### src/elsm_pkg.sv
// Shared types and constants for the extent list sector mapper.
package elsm_pkg;

    localparam int MAX_EXTENTS = 32;
    localparam int IDX_W       = (MAX_EXTENTS > 1) ? $clog2(MAX_EXTENTS) : 1;
    localparam int TOT_W       = $clog2(MAX_EXTENTS + 1);

    localparam logic [1:0] OP_APPEND = 2'd0;
    localparam logic [1:0] OP_CLEAR  = 2'd1;
    localparam logic [1:0] OP_MAP    = 2'd2;

    typedef enum logic [1:0] {
        ST_IDLE,
        ST_WALK,
        ST_FINAL
    } state_t;

    typedef struct packed {
        logic [63:0] sector;
        logic [31:0] length;
    } extent_t;

    // control from the sequencer to the cell row
    typedef struct packed {
        logic             shift_en;
        logic             append_en;
        logic [TOT_W-1:0] total;
    } chain_ctrl_t;

endpackage

### src/elsm_cell.sv
// One cell of the extent row: holds a single extent, loads on append, shifts on walk.
module elsm_cell
(
    input  logic              clk,
    input  logic              shift_en,
    input  logic              load_en,
    input  elsm_pkg::extent_t load_ext,
    input  elsm_pkg::extent_t nbr_ext,
    output elsm_pkg::extent_t ext
);

    elsm_pkg::extent_t ext_reg;

    always_ff @(posedge clk)
    begin
        if (shift_en)
        begin
            ext_reg <= nbr_ext;
        end
        else if (load_en)
        begin
            ext_reg <= load_ext;
        end
    end

    assign ext = ext_reg;

endmodule

### src/elsm_ctrl.sv
// Request sequencer: extent count, walk over the rotating row, segment hold and output register.
module elsm_ctrl
(
    input  logic                  clk,
    input  logic                  rst_n,
    input  logic                  in_valid,
    output logic                  in_ready,
    input  logic [1:0]            in_op,
    input  logic [63:0]           in_start,
    input  logic [31:0]           in_length,
    input  elsm_pkg::extent_t     head_ext,
    output elsm_pkg::chain_ctrl_t chain_ctrl,
    output logic                  out_valid,
    input  logic                  out_ready,
    output logic [63:0]           out_sector,
    output logic [31:0]           out_length,
    output logic                  out_seg_valid,
    output logic                  out_last,
    output logic                  out_short
);

    localparam int IDX_W = elsm_pkg::IDX_W;
    localparam int TOT_W = elsm_pkg::TOT_W;

    elsm_pkg::state_t  state_reg, state_next;
    logic [IDX_W-1:0]  idx_reg, idx_next;
    logic [TOT_W-1:0]  total_reg, total_next;
    logic [63:0]       offset_reg, offset_next;
    logic [31:0]       wanted_reg, wanted_next;
    logic              pend_reg, pend_next;
    logic [63:0]       pend_sector_reg, pend_sector_next;
    logic [31:0]       pend_length_reg, pend_length_next;

    logic              oval_reg, oval_next;
    logic [63:0]       osector_reg, osector_next;
    logic [31:0]       olength_reg, olength_next;
    logic              oseg_reg, oseg_next;
    logic              olast_reg, olast_next;
    logic              oshort_reg, oshort_next;

    logic              can_emit;
    logic              active;
    logic [64:0]       diff;
    logic              skip;
    logic [31:0]       trim;
    logic [31:0]       seg_len;
    logic              found;
    logic              advance;
    logic              shift_en;
    logic              append_en;

    assign can_emit = !oval_reg || out_ready;

    // head extent against the remaining offset
    assign active  = (TOT_W'(idx_reg) < total_reg) && (wanted_reg != 32'd0);
    assign diff    = {1'b0, offset_reg} - {33'b0, head_ext.length};
    assign skip    = !diff[64];
    assign trim    = head_ext.length - offset_reg[31:0];
    assign seg_len = (trim > wanted_reg) ? wanted_reg : trim;
    assign found   = (state_reg == elsm_pkg::ST_WALK) && active && !skip;

    always_comb
    begin
        state_next       = state_reg;
        idx_next         = idx_reg;
        total_next       = total_reg;
        offset_next      = offset_reg;
        wanted_next      = wanted_reg;
        pend_next        = pend_reg;
        pend_sector_next = pend_sector_reg;
        pend_length_next = pend_length_reg;
        oval_next        = oval_reg && !out_ready;
        osector_next     = osector_reg;
        olength_next     = olength_reg;
        oseg_next        = oseg_reg;
        olast_next       = olast_reg;
        oshort_next      = oshort_reg;
        in_ready         = 1'b0;
        advance          = 1'b0;
        shift_en         = 1'b0;
        append_en        = 1'b0;

        case (state_reg)
            elsm_pkg::ST_IDLE:
            begin
                in_ready = 1'b1;
                if (in_valid)
                begin
                    case (in_op)
                        elsm_pkg::OP_APPEND:
                        begin
                            if (total_reg < TOT_W'(elsm_pkg::MAX_EXTENTS))
                            begin
                                append_en  = 1'b1;
                                total_next = total_reg + 1'b1;
                            end
                        end
                        elsm_pkg::OP_CLEAR:
                        begin
                            total_next = '0;
                        end
                        elsm_pkg::OP_MAP:
                        begin
                            offset_next = in_start;
                            wanted_next = in_length;
                            pend_next   = 1'b0;
                            idx_next    = '0;
                            state_next  = elsm_pkg::ST_WALK;
                        end
                        default:
                        begin
                        end
                    endcase
                end
            end
            elsm_pkg::ST_WALK:
            begin
                // a new segment pushes the held one out, so it must wait for room
                advance  = !(found && pend_reg && !can_emit);
                shift_en = advance;
                if (advance)
                begin
                    if (found && pend_reg)
                    begin
                        oval_next    = 1'b1;
                        osector_next = pend_sector_reg;
                        olength_next = pend_length_reg;
                        oseg_next    = 1'b1;
                        olast_next   = 1'b0;
                        oshort_next  = 1'b0;
                    end
                    if (active)
                    begin
                        if (skip)
                        begin
                            offset_next = diff[63:0];
                        end
                        else
                        begin
                            offset_next      = '0;
                            wanted_next      = wanted_reg - seg_len;
                            pend_next        = 1'b1;
                            pend_sector_next = head_ext.sector + offset_reg;
                            pend_length_next = seg_len;
                        end
                    end
                    idx_next = idx_reg + 1'b1;
                    if (idx_reg == IDX_W'(elsm_pkg::MAX_EXTENTS - 1))
                    begin
                        idx_next   = '0;
                        state_next = elsm_pkg::ST_FINAL;
                    end
                end
            end
            elsm_pkg::ST_FINAL:
            begin
                if (can_emit)
                begin
                    oval_next    = 1'b1;
                    osector_next = pend_reg ? pend_sector_reg : 64'd0;
                    olength_next = pend_reg ? pend_length_reg : 32'd0;
                    oseg_next    = pend_reg;
                    olast_next   = 1'b1;
                    oshort_next  = (wanted_reg != 32'd0);
                    state_next   = elsm_pkg::ST_IDLE;
                end
            end
            default:
            begin
                state_next = elsm_pkg::ST_IDLE;
            end
        endcase
    end

    always_ff @(posedge clk or negedge rst_n)
    begin
        if (!rst_n)
        begin
            state_reg <= elsm_pkg::ST_IDLE;
            idx_reg   <= '0;
            total_reg <= '0;
            pend_reg  <= 1'b0;
            oval_reg  <= 1'b0;
        end
        else
        begin
            state_reg <= state_next;
            idx_reg   <= idx_next;
            total_reg <= total_next;
            pend_reg  <= pend_next;
            oval_reg  <= oval_next;
        end
    end

    always_ff @(posedge clk)
    begin
        offset_reg      <= offset_next;
        wanted_reg      <= wanted_next;
        pend_sector_reg <= pend_sector_next;
        pend_length_reg <= pend_length_next;
        osector_reg     <= osector_next;
        olength_reg     <= olength_next;
        oseg_reg        <= oseg_next;
        olast_reg       <= olast_next;
        oshort_reg      <= oshort_next;
    end

    assign chain_ctrl.shift_en  = shift_en;
    assign chain_ctrl.append_en = append_en;
    assign chain_ctrl.total     = total_reg;

    assign out_valid     = oval_reg;
    assign out_sector    = osector_reg;
    assign out_length    = olength_reg;
    assign out_seg_valid = oseg_reg;
    assign out_last      = olast_reg;
    assign out_short     = oshort_reg;

endmodule

### src/extent_list_sector_mapper.sv
// Top level of the extent list sector mapper: row of extent cells and request sequencer.
//
//  channel  | dir | contents
//  s_axis   | in  | tuser: operation; tdata: extent_sector, extent_length, request_start,
//           |     |   request_length
//  m_axis   | out | tdata: segment_sector, segment_length; tuser: segment_valid, short_map;
//           |     |   tlast: last_segment
//
// Append and clear are handled in the idle state. A map request keeps the input closed while
// the walk visits every cell once and the final result is issued, plus any output stall: the
// extent row rotates one cell per cycle past the head while the walk is not held, so the walk
// always covers the full row and leaves it in its original order.
// Reset clears the extent count and control; cell contents are left as they are.
// A stalled output only holds the walk when a second segment is ready to go out.
module extent_list_sector_mapper
(
    input  logic          clk,
    input  logic          rst_n,
    input  logic          s_axis_tvalid,
    output logic          s_axis_tready,
    input  logic [191:0]  s_axis_tdata,   // [63:0] extent_sector, [95:64] extent_length,
                                          // [159:96] request_start, [191:160] request_length
    input  logic [1:0]    s_axis_tuser,   // [1:0] operation
    output logic          m_axis_tvalid,
    input  logic          m_axis_tready,
    output logic [95:0]   m_axis_tdata,   // [63:0] segment_sector, [95:64] segment_length
    output logic [1:0]    m_axis_tuser,   // [0] segment_valid, [1] short_map
    output logic          m_axis_tlast
);

    localparam int N     = elsm_pkg::MAX_EXTENTS;
    localparam int TOT_W = elsm_pkg::TOT_W;

    elsm_pkg::extent_t     cell_ext [N];
    elsm_pkg::extent_t     load_ext;
    elsm_pkg::chain_ctrl_t chain_ctrl;
    logic [63:0]           out_sector;
    logic [31:0]           out_length;
    logic                  out_seg_valid;
    logic                  out_short;

    assign load_ext.sector = s_axis_tdata[63:0];
    assign load_ext.length = s_axis_tdata[95:64];

    // cell 0 is the head; each cell takes its upper neighbour, the last wraps to the head
    for (genvar i = 0; i < N; i++)
    begin : g_cell
        elsm_cell u_cell
        (
            .clk      (clk),
            .shift_en (chain_ctrl.shift_en),
            .load_en  (chain_ctrl.append_en && (chain_ctrl.total == TOT_W'(i))),
            .load_ext (load_ext),
            .nbr_ext  (cell_ext[(i + 1) % N]),
            .ext      (cell_ext[i])
        );
    end

    elsm_ctrl u_ctrl
    (
        .clk           (clk),
        .rst_n         (rst_n),
        .in_valid      (s_axis_tvalid),
        .in_ready      (s_axis_tready),
        .in_op         (s_axis_tuser),
        .in_start      (s_axis_tdata[159:96]),
        .in_length     (s_axis_tdata[191:160]),
        .head_ext      (cell_ext[0]),
        .chain_ctrl    (chain_ctrl),
        .out_valid     (m_axis_tvalid),
        .out_ready     (m_axis_tready),
        .out_sector    (out_sector),
        .out_length    (out_length),
        .out_seg_valid (out_seg_valid),
        .out_last      (m_axis_tlast),
        .out_short     (out_short)
    );

    assign m_axis_tdata = {out_length, out_sector};
    assign m_axis_tuser = {out_short, out_seg_valid};

endmodule
### config.mk
export PLATFORM = sky130hd
export DESIGN_NAME = extent_list_sector_mapper
export DESIGN_NICKNAME = d
export VERILOG_FILES = /design/src/elsm_pkg.sv /design/src/elsm_cell.sv /design/src/elsm_ctrl.sv /design/src/extent_list_sector_mapper.sv
export SDC_FILE = /design/constraint.sdc
export NUM_CORES = 2
export LEC_CHECK = 0
export BUFFER_PORTS_ARGS = -buffer_cell sky130_fd_sc_hd__buf_2
export CAP_MARGIN = 25
export CORE_UTILIZATION = 55
export DETAILED_ROUTE_END_ITERATION = 8
export GPL_TIMING_DRIVEN = 0
export PLACE_DENSITY = 0.68
export SLEW_MARGIN = 20
export SYNTH_ARGS = -nofsm -noshare
export SYNTH_HDL_FRONTEND = slang
export SYNTH_SLANG_ARGS = --single-unit
### constraint.sdc
create_clock -name clk -period 22.5 [get_ports clk]
set_input_delay 4.5 -clock clk [delete_from_list [all_inputs] [get_ports clk]]
set_output_delay 4.5 -clock clk [all_outputs]
set_load 0.005 [all_outputs]
==> flow_metrics.env <==
export IMPL_cts_buffer_depth=4
export IMPL_die_w_um=515.0
export IMPL_layout_drive_gt1_share=0.1703
export IMPL_grt_pass1_vias=86428
export IMPL_syn_inst=9487
export IMPL_critPathLaunchType="flip-flop"
export IMPL_hold_buffers=0
export IMPL_period_needed_ns=13.72
export IMPL_sequentialPowerShare=0.381
export IMPL_synth_top_cell_area_share=0.6976
export IMPL_synth_seq_cells=3378
export IMPL_ir_worst_vdd_mv=0.1419
export IMPL_p_leak_nw=74.21
export IMPL_grt_first_pass_wirelength_um=591300
export IMPL_timing_critical_path_mode_cell="nor2_1"
export IMPL_syn_nets=9873
export IMPL_grtUsageMet3=0.05360
export IMPL_worstPathMaxFanout=11
export IMPL_hp_class="flip-flop to flip-flop"
export IMPL_synth_warnings=0
export IMPL_crit_required_ns=23.09
export IMPL_numCtsBuffers=346
export IMPL_postRouteAntennaNets=0
export IMPL_fill_cells=18733
export IMPL_grt_max_degree=46
export IMPL_core_area_um2=260600
export IMPL_p_clk_frac=0.192
export IMPL_drt_iter0_drc=10211
export IMPL_setup_viol=0
export IMPL_use_met2=0.4556
export IMPL_grt_remaining_overflow=0
export IMPL_portBuffers=298
export IMPL_via_per_inst=6.213
export IMPL_synth_avg_cell_area_um2=15.26
export IMPL_crit_path_end_kind="flip-flop"
export IMPL_area_growth_pct=15.83
export IMPL_antenna_found_initial=62
export IMPL_wl_per_cell_um=28.70
export IMPL_synth_distinct_cells=95
export IMPL_fin_setup_tns_ns=0
export IMPL_sw_frac_of_total=0.3818
export IMPL_insertion_delay_ns=0.90
export IMPL_gp_congestion=0.9559
export IMPL_final_hold_viol_count=0
export IMPL_route_detailed_drc=0
export IMPL_grt_use_total=0.3051
export IMPL_maxClockFrequency_mhz=72.91
export IMPL_crit_slowest_cell="edfxtp_1"
export IMPL_synth_area_leaders="edfxtp_1 (70%), a21o_1 (16%), buf_6 (1.9%), ha_1 (1.6%), buf_2 (1.2%)"
export IMPL_yosysSeqAreaShare=0.7002
export IMPL_synth_area_um2=144800
export IMPL_io_pins=299
export IMPL_post_route_period_util=0.6096
export IMPL_postRouteWirelength_um=405800
export IMPL_post_cts_buffers=0
export IMPL_p_int_mw=18.62
export IMPL_htreeDepth=5
export IMPL_cts_tree="built"
export IMPL_hpwl_um=303300
export IMPL_first_pass_iters=6
export IMPL_p_sw_mw=11.50
export IMPL_worst_pin_slew_ns=1.269
export IMPL_arrival_ns=14.31
export IMPL_chipHeight_um=515.0
export IMPL_path_class="flip-flop to flip-flop"
export IMPL_vias=87860
export IMPL_report_final_slew_viol_count=0
export IMPL_synth_edff_count=3363
export IMPL_fin_skew_ns=0.05297
export IMPL_pwr_share_comb=0.427
export IMPL_ctsRootBufferMaster="clkbuf_16"
export IMPL_ctsResizeCount=0
export IMPL_synth_top_cell_by_area="edfxtp_1"
export IMPL_cts_num_sinks=3378
export IMPL_drv_cap=0
export IMPL_grt_busiest_layer="met2"
export IMPL_clkSlewWorstSetupHoldPaths_ns=0.06
export IMPL_fin_nets=10729
export IMPL_largest_reg_flops=3072
export IMPL_start_util=0.5554
export IMPL_fp_row_count=187
export IMPL_use_met1=0.4481
export IMPL_power_density_nw_per_um2=179.6
export IMPL_final_core_util=0.6433
export IMPL_dieArea_um2=265300
export IMPL_max_slew_margin=0.1538
export IMPL_async_flop_share=0.004440
export IMPL_synth_flop_cell="edfxtp_1"
export IMPL_rsz0062_at_grt="false"
export IMPL_status="completed"
export IMPL_cpPeakStageDelay_ns=0.79
[final timing paths]
check | from | depth (start not counted) | slack (ns) | end
max reg2reg | g_cell[0].u_cell.ext[1] | 38 | 8.78 | u_ctrl.wanted_reg[30]
min | g_cell[17].u_cell.ext[12] | 1 | 0.49 | g_cell[16].u_cell.ext[12]
min in group asynchronous | rst_n | 1 | 3.51 | u_ctrl.state_reg[1]
max in group asynchronous | rst_n | 1 | 18.72 | u_ctrl.total_reg[3]
min reg2reg | g_cell[17].u_cell.ext[12] | 1 | 0.49 | g_cell[16].u_cell.ext[12]
max | g_cell[0].u_cell.ext[1] | 38 | 8.78 | u_ctrl.wanted_reg[30]
[cells in the mapped netlist, drive strengths merged (22+ instances only)]
library cell and number:
nand3 35, a31oi 35, o2bb2ai 26, nor2b 29
xor2 36, edfxtp 3363, and2 214, nor2 174
nand2 193, buf 715, o21ai 171, a21oi 188
a21o 3155, clkbuf 133, nor4 22, nor3 40
nand2b 30, ha 184, and3 22, o31ai 39
nand4 28, xnor2 108, inv 188, or3 29
[worst max-delay path, delay by kind of cell, from the launching register on]
family / cells / cell delay, ns
AO/OA/AOI/OAI: 17 / 5.15
XOR/XNOR: 1 / 0.14
adder cells (fa/ha/maj): 4 / 1.37
buffers and inverters: 6 / 3.03
flip-flops: 1 / 0.79
AND/OR/NAND/NOR: 10 / 2.82
[power by group through the flow]
stage	logic [mW]	clock network, mW	registers, mW
floorplan	7.56	0	11.8
global placement	11.2	0	12.8
detailed placement	12.6	0	11.6
CTS	12.7	5.82	11.5
global route	13.7	6.04	11.7
finish	12.8	5.78	11.5
[layer usage]
| layer | part of all wire | up-vias |
|---|---|---|
| li1 | - | 37808 |
| met5 | 0.00083 | - |
| met3 | 0.088 | 724 |
| met1 | 0.43 | 45347 |
| met4 | 0.042 | 8 |
| met2 | 0.44 | 3973 |
[cells by family after synthesis]
family                   share of synthesized area
AO/OA/AOI/OAI                               0.1945
buffers and inverters                      0.04539
adder cells (fa/ha/maj)                    0.01743
XOR/XNOR                                   0.01011
AND/OR/NAND/NOR                            0.03095
multiplexers                              0.001417
flip-flops                                  0.7002
[layout make-up]
class,count,area (um2),area share
flip-flops and latches,3378,101400,0.6045
plain buffers,848,5904,0.03521
multi-input cells,5073,37250,0.2221
diodes,31,77.57,0.0004626
clock buffers,433,9219,0.05498
repair buffers,508,6892,0.04110
clock inverters,186,1904,0.01136
inverters,188,705.7,0.004208
well taps,3496,4374,0.02609
[stage by stage]
step | instance area (um2) | instances | worst slack [ns] | hold slack [ns] | power [mW]
after floorplan | 144800 | 9487 | 9.428 | 0.4634 | 19.33
after global placement | 150600 | 13281 | 1.046 | 0.4839 | 24.08
after detailed placement | 156500 | 13491 | 9.400 | 0.4921 | 24.19
after CTS | 167600 | 14110 | 9.306 | 0.4898 | 30.02
after global routing | 167600 | 14116 | 8.200 | 0.5032 | 31.42
final | 167700 | 14141 | 8.785 | 0.4891 | 30.12
[cell usage in the layout, fill, tap and decap left out, drive strengths merged, types with 15 or more instances in the layout]
cell type and n:
xor2 36, inv 197, o21ai 171, clkbuf 566, o2bb2ai 26, ha 184, bufinv 37, a21boi 15
a31oi 35, nand2b 30, nor4 22, diode 31, o21a 18, and3 22, a21oi 188, nand3 35
nor2 174, nor3 40, and2 214, o31ai 39, or3 29, o21bai 17, edfxtp 3363, dfrtp 15
a211oi 21, a21o 3155, buf 1223, clkinv 127, o211ai 17, xnor2 108, nand4 28, nand2 193
nor2b 29
Note: power is estimated with default switching activity, not from simulation.
